## src/hw/rtl/twm_pkg.sv

```systemverilog
// Package with constants, types and states for the topic wildcard matcher.
`timescale 1ns / 1ps
package twm_pkg;
    localparam int MAX_LEN = 50;
    localparam int ADDR_W  = $clog2(MAX_LEN);
    localparam int POS_W   = $clog2(MAX_LEN + 1);
    localparam int LVL_N   = MAX_LEN + 1;
    localparam int LVL_W   = $clog2(LVL_N);

    localparam logic [7:0] CH_NUL   = 8'h00;
    localparam logic [7:0] CH_STAR  = 8'h2A;
    localparam logic [7:0] CH_PLUS  = 8'h2B;
    localparam logic [7:0] CH_SLASH = 8'h2F;

    localparam logic CMD_PATTERN = 1'b0;
    localparam logic CMD_TOPIC   = 1'b1;

    typedef struct packed {
        logic              we;
        logic [ADDR_W-1:0] addr;
        logic [7:0]        data;
    } wr_t;

    typedef struct packed {
        logic done;
        logic match;
    } res_t;

    typedef enum logic [2:0] {
        W_IDLE,
        W_T_RD,
        W_T_CHK,
        W_P_START,
        W_P_RD,
        W_P_CHK,
        W_J_END,
        W_DONE
    } wstate_t;
endpackage

```

## src/hw/rtl/twm_ram.sv

```systemverilog
// Byte store with one write port and one registered read port.
`timescale 1ns / 1ps
module twm_ram (
    input  logic                      clk,
    input  twm_pkg::wr_t              wr,
    input  logic [twm_pkg::ADDR_W-1:0] raddr,
    output logic [7:0]                rdata
);
    import twm_pkg::*;

    logic [7:0] mem [MAX_LEN];
    logic [7:0] rdata_reg;

    always_ff @(posedge clk)
    begin
        if (wr.we)
        begin
            mem[wr.addr] <= wr.data;
        end
        rdata_reg <= mem[raddr];
    end

    assign rdata = rdata_reg;
endmodule

```

## src/hw/rtl/twm_loader.sv

```systemverilog
// String loader: tracks lengths, closed flags and effective lengths, issues writes.
`timescale 1ns / 1ps
module twm_loader (
    input  logic                      clk,
    input  logic                      rst_n,
    input  logic                      acc,
    input  logic                      command,
    input  logic [7:0]                ch,
    input  logic                      last,
    output twm_pkg::wr_t              pat_wr,
    output twm_pkg::wr_t              top_wr,
    output logic [twm_pkg::POS_W-1:0] pat_len,
    output logic [twm_pkg::POS_W-1:0] top_len,
    output logic                      start
);
    import twm_pkg::*;

    logic [POS_W-1:0] plen_reg, plen_next, peff_reg, peff_next;
    logic [POS_W-1:0] tlen_reg, tlen_next, teff_reg, teff_next;
    logic             pz_reg, pz_next, pclosed_reg, pclosed_next;
    logic             tz_reg, tz_next, tclosed_reg, tclosed_next;
    logic [POS_W-1:0] plen_base, peff_base, tlen_base, teff_base;
    logic             pz_base, tz_base;

    always_comb
    begin
        plen_base = pclosed_reg ? '0 : plen_reg;
        peff_base = pclosed_reg ? '0 : peff_reg;
        pz_base   = pclosed_reg ? 1'b0 : pz_reg;
        tlen_base = tclosed_reg ? '0 : tlen_reg;
        teff_base = tclosed_reg ? '0 : teff_reg;
        tz_base   = tclosed_reg ? 1'b0 : tz_reg;

        plen_next    = plen_reg;
        peff_next    = peff_reg;
        pz_next      = pz_reg;
        pclosed_next = pclosed_reg;
        tlen_next    = tlen_reg;
        teff_next    = teff_reg;
        tz_next      = tz_reg;
        tclosed_next = tclosed_reg;
        pat_wr       = '{we: 1'b0, addr: plen_base[ADDR_W-1:0], data: ch};
        top_wr       = '{we: 1'b0, addr: tlen_base[ADDR_W-1:0], data: ch};
        start        = 1'b0;

        if (acc && command == CMD_PATTERN)
        begin
            plen_next    = plen_base;
            peff_next    = peff_base;
            pz_next      = pz_base;
            pclosed_next = last;
            if (plen_base < POS_W'(MAX_LEN))
            begin
                pat_wr.we = 1'b1;
                plen_next = plen_base + POS_W'(1);
                if (!pz_base)
                begin
                    if (ch == CH_NUL)
                    begin
                        pz_next = 1'b1;
                    end
                    else
                    begin
                        peff_next = peff_base + POS_W'(1);
                    end
                end
            end
        end

        if (acc && command == CMD_TOPIC)
        begin
            tlen_next    = tlen_base;
            teff_next    = teff_base;
            tz_next      = tz_base;
            tclosed_next = last;
            start        = last;
            if (tlen_base < POS_W'(MAX_LEN))
            begin
                top_wr.we = 1'b1;
                tlen_next = tlen_base + POS_W'(1);
                if (!tz_base)
                begin
                    if (ch == CH_NUL)
                    begin
                        tz_next = 1'b1;
                    end
                    else
                    begin
                        teff_next = teff_base + POS_W'(1);
                    end
                end
            end
        end
    end

    always_ff @(posedge clk or negedge rst_n)
    begin
        if (!rst_n)
        begin
            plen_reg    <= '0;
            peff_reg    <= '0;
            pz_reg      <= 1'b0;
            pclosed_reg <= 1'b0;
            tlen_reg    <= '0;
            teff_reg    <= '0;
            tz_reg      <= 1'b0;
            tclosed_reg <= 1'b0;
        end
        else
        begin
            plen_reg    <= plen_next;
            peff_reg    <= peff_next;
            pz_reg      <= pz_next;
            pclosed_reg <= pclosed_next;
            tlen_reg    <= tlen_next;
            teff_reg    <= teff_next;
            tz_reg      <= tz_next;
            tclosed_reg <= tclosed_next;
        end
    end

    assign pat_len = peff_reg;
    assign top_len = teff_reg;
endmodule

```

## src/hw/rtl/twm_walker.sv

```systemverilog
// Level walker: byte-serial compare of pattern and topic levels over a reach set.
`timescale 1ns / 1ps
module twm_walker (
    input  logic                       clk,
    input  logic                       rst_n,
    input  logic                       start,
    input  logic [twm_pkg::POS_W-1:0]  pat_len,
    input  logic [twm_pkg::POS_W-1:0]  top_len,
    input  logic [7:0]                 pdata,
    input  logic [7:0]                 tdata,
    input  logic                       out_free,
    output logic [twm_pkg::ADDR_W-1:0] praddr,
    output logic [twm_pkg::ADDR_W-1:0] traddr,
    output logic                       busy,
    output twm_pkg::res_t              res
);
    import twm_pkg::*;

    wstate_t          state_reg, state_next;
    logic [LVL_N-1:0] reach_reg, reach_next, sticky_reg, sticky_next;
    logic [LVL_N-1:0] nset_reg, nset_next;
    logic [POS_W-1:0] ts_reg, ts_next, tcur_reg, tcur_next, tpos_reg, tpos_next;
    logic [POS_W-1:0] pp_reg, pp_next, ps_reg, ps_next;
    logic [LVL_W-1:0] k_reg, k_next, kp1;
    logic [1:0]       pn_reg, pn_next;
    logic             star_reg, star_next, plus_reg, plus_next, eq_reg, eq_next;
    logic             tlast_reg, tlast_next, tend_reg, tend_next;
    logic             accept_reg, accept_next;
    logic             t_at_end, t_scan_term, p_at_end, p_term, t_term;
    logic             lvl_eq, pend, is_star, is_plus, active;

    always_comb
    begin
        t_at_end    = tcur_reg >= top_len;
        t_scan_term = t_at_end || tdata == CH_SLASH;
        p_at_end    = pp_reg >= pat_len;
        p_term      = p_at_end || pdata == CH_SLASH;
        t_term      = tpos_reg == tcur_reg;
        lvl_eq      = eq_reg && t_term;
        pend        = p_at_end && ps_reg == pat_len;
        is_star     = pn_reg == 2'd1 && star_reg;
        is_plus     = pn_reg == 2'd1 && plus_reg;
        active      = reach_reg[k_reg] || sticky_reg[k_reg];
        kp1         = k_reg + LVL_W'(1);
    end

    always_comb
    begin
        state_next = state_reg;
        case (state_reg)
            W_IDLE:    if (start) state_next = W_T_RD;
            W_T_RD:    state_next = W_T_CHK;
            W_T_CHK:   state_next = t_scan_term ? W_P_START : W_T_RD;
            W_P_START: state_next = W_P_RD;
            W_P_RD:    state_next = W_P_CHK;
            W_P_CHK:
            begin
                if (p_term)
                begin
                    state_next = p_at_end ? W_J_END : W_P_START;
                end
                else
                begin
                    state_next = W_P_RD;
                end
            end
            W_J_END:   state_next = tlast_reg ? W_DONE : W_T_RD;
            W_DONE:    if (out_free) state_next = W_IDLE;
            default:   state_next = W_IDLE;
        endcase
    end

    always_comb
    begin
        reach_next  = reach_reg;
        sticky_next = sticky_reg;
        nset_next   = nset_reg;
        ts_next     = ts_reg;
        tcur_next   = tcur_reg;
        tpos_next   = tpos_reg;
        pp_next     = pp_reg;
        ps_next     = ps_reg;
        k_next      = k_reg;
        pn_next     = pn_reg;
        star_next   = star_reg;
        plus_next   = plus_reg;
        eq_next     = eq_reg;
        tlast_next  = tlast_reg;
        tend_next   = tend_reg;
        accept_next = accept_reg;
        res         = '{done: 1'b0, match: accept_reg};
        busy        = state_reg != W_IDLE;
        praddr      = pp_reg[ADDR_W-1:0];
        traddr      = (state_reg == W_T_RD) ? tcur_reg[ADDR_W-1:0] : tpos_reg[ADDR_W-1:0];

        case (state_reg)
            W_IDLE:
            begin
                if (start)
                begin
                    reach_next  = LVL_N'(1);
                    sticky_next = '0;
                    accept_next = 1'b0;
                    ts_next     = '0;
                    tcur_next   = '0;
                end
            end
            W_T_CHK:
            begin
                if (t_scan_term)
                begin
                    tlast_next = t_at_end;
                    tend_next  = t_at_end && ts_reg == top_len;
                    nset_next  = '0;
                    k_next     = '0;
                    pp_next    = '0;
                end
                else
                begin
                    tcur_next = tcur_reg + POS_W'(1);
                end
            end
            W_P_START:
            begin
                ps_next   = pp_reg;
                pn_next   = 2'd0;
                eq_next   = 1'b1;
                star_next = 1'b0;
                plus_next = 1'b0;
                tpos_next = ts_reg;
            end
            W_P_CHK:
            begin
                if (!p_term)
                begin
                    if (pn_reg == 2'd0)
                    begin
                        star_next = pdata == CH_STAR;
                        plus_next = pdata == CH_PLUS;
                    end
                    if (pn_reg != 2'd2)
                    begin
                        pn_next = pn_reg + 2'd1;
                    end
                    if (t_term || pdata != tdata)
                    begin
                        eq_next = 1'b0;
                    end
                    pp_next = pp_reg + POS_W'(1);
                    if (!t_term)
                    begin
                        tpos_next = tpos_reg + POS_W'(1);
                    end
                end
                else
                begin
                    if (active)
                    begin
                        if (pend)
                        begin
                            if (tend_reg)
                            begin
                                accept_next = 1'b1;
                            end
                        end
                        else if (!tend_reg)
                        begin
                            if (is_star)
                            begin
                                if (p_at_end)
                                begin
                                    accept_next = 1'b1;
                                end
                                else
                                begin
                                    reach_next[kp1]  = 1'b1;
                                    sticky_next[kp1] = 1'b1;
                                end
                            end
                            else if (is_plus || lvl_eq)
                            begin
                                if (p_at_end && tlast_reg)
                                begin
                                    accept_next = 1'b1;
                                end
                                else if (!p_at_end && !tlast_reg)
                                begin
                                    nset_next[kp1] = 1'b1;
                                end
                            end
                        end
                    end
                    if (!p_at_end)
                    begin
                        pp_next = pp_reg + POS_W'(1);
                        k_next  = kp1;
                    end
                end
            end
            W_J_END:
            begin
                if (!tlast_reg)
                begin
                    reach_next = nset_reg;
                    ts_next    = tcur_reg + POS_W'(1);
                    tcur_next  = tcur_reg + POS_W'(1);
                end
            end
            W_DONE:
            begin
                res.done = out_free;
            end
            default:
            begin
            end
        endcase
    end

    always_ff @(posedge clk or negedge rst_n)
    begin
        if (!rst_n)
        begin
            state_reg  <= W_IDLE;
            reach_reg  <= '0;
            sticky_reg <= '0;
        end
        else
        begin
            state_reg  <= state_next;
            reach_reg  <= reach_next;
            sticky_reg <= sticky_next;
        end
    end

    always_ff @(posedge clk)
    begin
        nset_reg   <= nset_next;
        ts_reg     <= ts_next;
        tcur_reg   <= tcur_next;
        tpos_reg   <= tpos_next;
        pp_reg     <= pp_next;
        ps_reg     <= ps_next;
        k_reg      <= k_next;
        pn_reg     <= pn_next;
        star_reg   <= star_next;
        plus_reg   <= plus_next;
        eq_reg     <= eq_next;
        tlast_reg  <= tlast_next;
        tend_reg   <= tend_next;
        accept_reg <= accept_next;
    end
endmodule

```

## src/hw/rtl/topic_wildcard_matcher.sv

```systemverilog
// A pattern byte or a non-final topic byte is taken and stored, with no result.
// A final topic byte starts a walk: per topic level the walker scans the topic bytes,
// then, for each pattern level, reads and compares its bytes, then closes the level.
// The result is registered when the walk ends; a stalled result holds the walker.
// Input is stalled from the final topic byte until the result register is loaded.
// Reset clears lengths, flags, reach set and result valid; store contents stay undefined.
`timescale 1ns / 1ps
module topic_wildcard_matcher (
    input  logic       clk,
    input  logic       rst_n,
    input  logic       item_valid,
    output logic       item_stall,
    input  logic       command,
    input  logic [7:0] ch,
    input  logic       last,
    output logic       result_valid,
    input  logic       result_stall,
    output logic       matched
);
    import twm_pkg::*;

    wr_t              pat_wr, top_wr;
    logic [POS_W-1:0] pat_len, top_len;
    logic [ADDR_W-1:0] praddr, traddr;
    logic [7:0]       pdata, tdata;
    logic             start, busy, acc, out_free;
    res_t             res;
    logic             rv_reg, rv_next, matched_reg;

    assign item_stall = busy;
    assign acc        = item_valid && !busy;
    assign out_free   = !rv_reg || !result_stall;

    twm_loader u_loader (
        .clk     (clk),
        .rst_n   (rst_n),
        .acc     (acc),
        .command (command),
        .ch      (ch),
        .last    (last),
        .pat_wr  (pat_wr),
        .top_wr  (top_wr),
        .pat_len (pat_len),
        .top_len (top_len),
        .start   (start)
    );

    twm_ram u_pat_ram (
        .clk   (clk),
        .wr    (pat_wr),
        .raddr (praddr),
        .rdata (pdata)
    );

    twm_ram u_top_ram (
        .clk   (clk),
        .wr    (top_wr),
        .raddr (traddr),
        .rdata (tdata)
    );

    twm_walker u_walker (
        .clk      (clk),
        .rst_n    (rst_n),
        .start    (start),
        .pat_len  (pat_len),
        .top_len  (top_len),
        .pdata    (pdata),
        .tdata    (tdata),
        .out_free (out_free),
        .praddr   (praddr),
        .traddr   (traddr),
        .busy     (busy),
        .res      (res)
    );

    always_comb
    begin
        rv_next = res.done || (rv_reg && result_stall);
    end

    always_ff @(posedge clk or negedge rst_n)
    begin
        if (!rst_n)
        begin
            rv_reg <= 1'b0;
        end
        else
        begin
            rv_reg <= rv_next;
        end
    end

    always_ff @(posedge clk)
    begin
        if (res.done)
        begin
            matched_reg <= res.match;
        end
    end

    assign result_valid = rv_reg;
    assign matched      = matched_reg;
endmodule

```

## config.mk

```make
export PLATFORM = sky130hd
export DESIGN_NAME = topic_wildcard_matcher
export DESIGN_NICKNAME = d
export VERILOG_FILES = /design/src/hw/rtl/twm_pkg.sv /design/src/hw/rtl/twm_ram.sv /design/src/hw/rtl/twm_loader.sv /design/src/hw/rtl/twm_walker.sv /design/src/hw/rtl/topic_wildcard_matcher.sv
export SDC_FILE = /design/constraint.sdc
export NUM_CORES = 2
export LEC_CHECK = 0
export ABC_AREA = 1
export BUFFER_PORTS_ARGS = -buffer_cell sky130_fd_sc_hd__buf_4
export CELL_PAD_IN_SITES_DETAIL_PLACEMENT = 1
export CELL_PAD_IN_SITES_GLOBAL_PLACEMENT = 1
export CORE_MARGIN = 10
export CORE_UTILIZATION = 51
export CTS_CLUSTER_DIAMETER = 200
export DETAILED_ROUTE_END_ITERATION = 8
export PLACE_DENSITY_LB_ADDON = 0.08
export SLEW_MARGIN = 15
export SYNTH_ARGS = -nofsm -noshare
export SYNTH_HDL_FRONTEND = slang
export SYNTH_SLANG_ARGS = --single-unit
```

## constraint.sdc

```tcl
create_clock -name clk -period 7.2 [get_ports clk]
set_clock_uncertainty 0.15 [all_clocks]
set_input_delay 0.72 -clock clk [delete_from_list [all_inputs] [get_ports clk]]
set_output_delay 0.72 -clock clk [all_outputs]
set_load 0.02 [all_outputs]
```

-- Word level (Yosys, flattened, before mapping)
Memories as Yosys holds them, arrays and structs flattened. A register that Yosys moved wholly into a read port is not among the register bits.
Cells that the tools add are included.
- flip-flop bits (word level): 230
- bits in writable memories: 800
- bits of input ports: 14
- logic and storage cells: 248
- memories: 2
- add/sub/neg operators: 9
- order comparisons: 7
- equal/unequal tests: 43
- mux-type cells: 108
- bitwise gates (word level): 4
- reductions and logical operators: 48
- memories (memory ; words ; bits a word ; read ports ; clocked after Yosys merged registers in ; write ports ; RTL line ; RTL):
    u_pat_ram.mem ; 50 ; 8 ; 1 ; 1 ; 1 ; twm_ram.sv:11 ; logic [7:0] mem [MAX_LEN];
    u_top_ram.mem ; 50 ; 8 ; 1 ; 1 ; 1 ; twm_ram.sv:11 ;
- operator list (cell ; count):
    51-bit 2-to-1 mux ; 24
    51-bit case mux with 2 select lines ; 2
    51-bit bitwise OR ; 3
    51-bit case mux with 3 select lines ; 1
    6-bit 2-to-1 mux ; 23
    6-bit by 1-bit adder with 6-bit output (second input constant) ; 8
    6-bit case mux with 2 select lines ; 4
    1-bit 2-to-1 mux ; 36
    8-bit by 6-bit == test with 1-bit output (second input constant) ; 4
    3-bit case mux with 8 select lines ; 1
    2-bit != test (second input constant) ; 11
    2-bit by 1-bit != test with 1-bit output (second input constant) ; 10
    6-bit == test ; 3
    6-bit case mux with 3 select lines ; 1
    3-bit AND reduction ; 6
    9-bit AND reduction ; 2
    3-bit 2-to-1 mux ; 5
    6-bit by 7-bit < comparator with 1-bit output (second input constant) ; 2
    1-bit binary-select mux with 6-bit select ; 2
    3-bit == test (second input constant) ; 4
    6-bit greater-or-equal comparator ; 2
    1-bit logical AND ; 12
    6-bit < comparator (second input constant) ; 2
    10-bit AND reduction ; 1
    other kinds (25) ; 50

-- Depth between registers and ports, before layout
- word-level depth: 15
- depth in mapped cells: 16
- depth with buffers taken out: 14

-- Hierarchy
From an unflattened synthesis, not the netlist that was laid out.
- cell total of the unflattened synthesis: 4573
- area, all modules: 46856.2 µm²
- by module, submodules not included (module ; instances ; cells an instance ; area an instance (µm²) ; seq. area each (µm²)):
    twm_ram (u_top_ram) ; 1 ; 1420 ; 16671.0 ; 12171.7
    twm_ram (u_pat_ram) ; 1 ; 1418 ; 16492.1 ; 12171.7
    twm_walker ; 1 ; 1475 ; 11810.1 ; 5480.3
    twm_loader ; 1 ; 253 ; 1804.2 ; 700.7
    topic_wildcard_matcher ; 1 ; 7 ; 78.8 ; 55.1

-- Worst setup path after synthesis
Ideal clock, no wire load.
- kind: reg2reg
- from: reg u_walker.pp_reg[0], in the netlist u_walker.praddr[0]
- to: reg u_walker.nset_reg[0] (enable)
- library setup time: 0.460 ns
- arrival time: 4.585 ns
- required time: 6.590 ns
- setup slack: 2.006 ns
- cell stages (with the launch flop): 14
- path buffers: 4
- clock period less this slack: 5.194 ns
- cell sequence: edfxtp_1 > inv_1 > clkbuf_1 > clkbuf_1 > ha_1 > nand2_1 > or3_1 > nand4_1 > nor2_1 > inv_2 > buf_2 > buf_1 > nand2_1 > nor2_1
- longest elaborated chain between the ends: 5
- elaborated cells between the ends (all ways): 11
- ends and longest elaborated chain (element ; RTL line ; RTL):
    from (decl) ; twm_walker.sv:23 ; logic [POS_W-1:0] pp_reg, pp_next, ps_reg, ps_next;
    from (signal assigned) ; twm_walker.sv:241 ; pp_reg <= pp_next;
    6-bit greater-or-equal comparator (*) ; twm_walker.sv:36 ; p_at_end = pp_reg >= pat_len;
    1-bit zero test ; twm_walker.sv:186 ; else if (!p_at_end && !tlast_reg)
    1-bit logical AND ; twm_walker.sv:186 ;
    2-bit by 1-bit != test with 1-bit output (no line) ; n/a ;
    10-bit AND reduction (no line) (*) ; n/a ;
    to (signal assigned) ; twm_walker.sv:237 ; nset_reg <= nset_next;
    to (decl) ; twm_walker.sv:21 ; logic [LVL_N-1:0] nset_reg, nset_next;
Mark *: on every way between the ends. The rest lies on a longest branch, timed or not.
A chain may end at the register's enable or synchronous reset.

-- Worst setup path in the final report
- from: reg u_walker.k_reg[0]
- to: reg u_walker.nset_reg[9] (enable)
- longest elaborated chain between the ends: 5
- elaborated cells between the ends (all ways): 7
- ends and longest elaborated chain (element ; RTL line ; RTL):
    from (decl) ; twm_walker.sv:24 ; logic [LVL_W-1:0] k_reg, k_next, kp1;
    from (signal assigned) ; twm_walker.sv:243 ; k_reg <= k_next;
    1-bit binary-select mux with 6-bit select ; twm_walker.sv:43 ; active = reach_reg[k_reg] || sticky_reg[k_reg];
    1-bit 2-to-1 mux (not written as such) ; twm_walker.sv:43 ;
    1-bit logical OR (*) ; twm_walker.sv:43 ;
    2-bit by 1-bit != test with 1-bit output (no line) (*) ; n/a ;
    10-bit AND reduction (no line) (*) ; n/a ;
Mark *: on every way between the ends. The rest lies on a longest branch, timed or not. The select of a mux whose other input is x is not followed.

==> flow_metrics.tcl <==
set metrics [dict create \
    die_w_um 320 \
    gp_congestion 0.848 \
    mostFrequentLayoutCell "edfxtp_1" \
    pre_cts_ws_ns 2.26 \
    ys_warn_count 0 \
    crit_path_frequent_cell "nand2_1" \
    grt_antenna_before_repair 0 \
    via_count 33274 \
    synth_seq_cells 1046 \
    final_antenna_net_count 0 \
    setup_tns_ns 0 \
    clkPwrFrac_pct 27.7 \
    top_regs "u_pat_ram.mem: 400 flops, u_top_ram.mem: 400 flops" \
    path_cells "inv_2, nand2_1, nand3_1, nand2_1, nor2_1, nor2_1, nor2_1, nand2_1, nand3_1, nand3_4, nand2_1, nor2_4, buf_4" \
    cp_slowest_cell "edfxtp_1" \
    p_switching_uw 8440 \
    finalMaxSlewViolations 0 \
    pin_count 17 \
    min_path_type "in2reg" \
    cp_max_fo 50 \
    htreeDepth 3 \
    cts_buffers 112 \
    syn-num-nets 4325 \
    worst_ep_required_time_ns 7.42 \
    grt_pass1_wl_um 207000 \
    hold_viol 0 \
    cts_buffer_depth 3 \
    overflow 0 \
    drt-initial-drc-count 3096 \
    endpoint_kind "register" \
    ys_seq_area_share_pct 66.4 \
    layout_setup_ws_ns 2.26 \
    utilization_pct 56.5 \
    die_y_um 320 \
    vias_per_cell 6.06 \
    initial_core_util_pct 51.3 \
    routed_wirelength_um 135000 \
    hpwlAfterDp_um 80000 \
    worst_pin_slew_ns 1.16 \
    power_density_mw_per_mm2 410 \
    drt_pre_antenna_iters 6 \
    max_stage_delay_ns 0.95 \
    period_needed_ns 4.94 \
    design_area_mm2 0.0507 \
    crit_arrival_ns 5.16 \
    drive_gt1_share_pct 7.19 \
    cts_num_sinks 1046 \
    cts_resized 0 \
    port-buffer-count 16 \
    maxSlewHeadroom_pct 22.2 \
    die-area_mm2 0.103 \
    areaGrowthSynthToFinish_pct 10.2 \
    cap_viol_max_count 0 \
    grt_usage_pct 25.8 \
    clk_latency_ns 0.70 \
    crit_type "reg2reg" \
    irDropWorstVdd_mv 0.271 \
    power.internal_uw 12300 \
    route.detailed.drc 0 \
    grt_pass1_vias 34256 \
    ys_async_sr_fraction_pct 12.8 \
    root_buffer "clkbuf_16" \
    cts_tree "yes" \
    pwr-share-comb_pct 36.0 \
    fin_total_pwr_uw 20800 \
    clk_pin_slew_ns 0.06 \
    cp-start-kind "register" \
    rows 110 \
    layout_common_cells "edfxtp_1, nand2_1, nor2_1" \
    avgRoutedWirePerCell_um 24.6 \
    avgSynthCellArea_um2 10.7 \
    syn_area_mm2 0.0460 \
    grt_max_degree 213 \
    netlist_instances 4288 \
    p_leak_uw 0.0187 \
    rsz0062_at_grt "false" \
    cts_setup_buffers 0 \
    outcome "completed" \
    synth_edf_count 896 \
    post-route-period-util_pct 68.6 \
    max_freq_mhz 203 \
    finalSetupViolations 0 \
    coreArea_mm2 0.0897 \
    place_area_mm2 0.0471 \
    ys_types 47 \
    seqPwrFrac_pct 36.3 \
    n_antenna_cell 0 \
    fin_nets 4251 \
    p_sw_share_pct 40.6 \
    synth_ff_type "edfxtp_1" \
]
## per-stage QoR
step / instances / hold slack, ns
floorplan: 4288 / 0.250
global placement: 5275 / 0.252
detailed placement: 5275 / 0.266
CTS: 5489 / 0.142
global route: 5489 / 0.168
finish: 5489 / 0.184
## repair_timing
item,CTS,global route
hold endpoints to repair,69,0
hold buffers,1,0
endpoints found under the setup margin,0,0
## cells in the mapped netlist (3+ instances only)
cell type / count / area share, %
o21a_1: 8 / 0.13
buf_1: 18 / 0.15
o21ai_0: 421 / 4.6
o21bai_1: 29 / 0.47
nand4_1: 175 / 2.4
a221oi_1: 3 / 0.057
nor2_2: 3 / 0.041
nor3_1: 20 / 0.22
inv_1: 353 / 2.9
xnor2_1: 6 / 0.11
nand3_1: 274 / 3.0
buf_4: 8 / 0.13
ha_1: 23 / 0.63
dfrtp_1: 134 / 7.3
o22ai_1: 66 / 0.90
nor2_1: 460 / 3.8
nor4_1: 6 / 0.082
clkbuf_1: 162 / 1.3
o21ai_1: 11 / 0.12
o211ai_1: 135 / 2.2
edfxtp_1: 896 / 58
or2_2: 39 / 0.53
dfxtp_1: 16 / 0.70
buf_2: 72 / 0.78
a21oi_1: 132 / 1.4
nand2_1: 712 / 5.8
xor2_1: 30 / 0.57
nand3_2: 3 / 0.065
inv_2: 10 / 0.082
o221ai_1: 39 / 0.74
## critical path, delay by kind of cell, from the launching register on
family,cells,cell delay (ns)
buffers and inverters,2,1.06
flip-flops,1,0.95
AND/OR/NAND/NOR,11,2.37
## kinds of logic after synthesis
kind of cell    share of synthesized area [%]
simple gates                             16.0
flops                                    66.4
compound gates                           10.8
buf+inv                                  5.38
xor+xnor                                0.720
fa+ha+maj                               0.625
## power groups by stage
| stage | sequential [uW] | clock (uW) | combinational, uW |
|---|---|---|---|
| detailed placement | 7670 | 0 | 7370 |
| global route | 7600 | 6070 | 8230 |
| floorplan | 7500 | 0 | 4870 |
| finish | 7550 | 5750 | 7480 |
| global placement | 7640 | 0 | 7180 |
| CTS | 7550 | 5820 | 7450 |
## path summary, 6_finish.rpt
path                                            startpoint                                  to  slack, ns  cells past startpoint
max in group asynchronous                            rst_n    u_loader.plen_reg[2]$_DFFE_PN0P_       4.94                      3
min reg2reg                  u_walker.accept_reg$_DFFE_PP_                   matched$_DFFE_PP_       0.27                      0
min in group asynchronous                            rst_n  u_walker.reach_reg[35]$_DFFE_PN0P_       0.48                      2
max                        u_walker.k_reg[0]$_SDFFCE_PN0P_  u_walker.nset_reg[9]$_SDFFCE_PN0P_       2.26                     13
max reg2reg                u_walker.k_reg[0]$_SDFFCE_PN0P_  u_walker.nset_reg[9]$_SDFFCE_PN0P_       2.26                     13
min                                           result_stall                   matched$_DFFE_PP_       0.18                      2
## metal layers
| metal | share of wire, % | track usage, % | vias up |
|---|---|---|---|
| met2 | 48 | 42.2 | 1016 |
| met5 | 0 | 0 | - |
| li1 | - | - | 15019 |
| met3 | 5.9 | 3.79 | 217 |
| met1 | 44 | 36.0 | 17022 |
| met4 | 2.3 | 6.85 | 0 |
## area by class of cell
class / count / area [um2]
repair buffers: 74 / 587
clock inverters: 72 / 664
fillers: 9470 / 39000
multi-input cells: 2615 / 13100
clock buffers: 141 / 2970
well taps: 1176 / 1470
inverters: 365 / 1380
flip-flops and latches: 1046 / 30600
No activity file was read; power rests on OpenSTA's default activity.
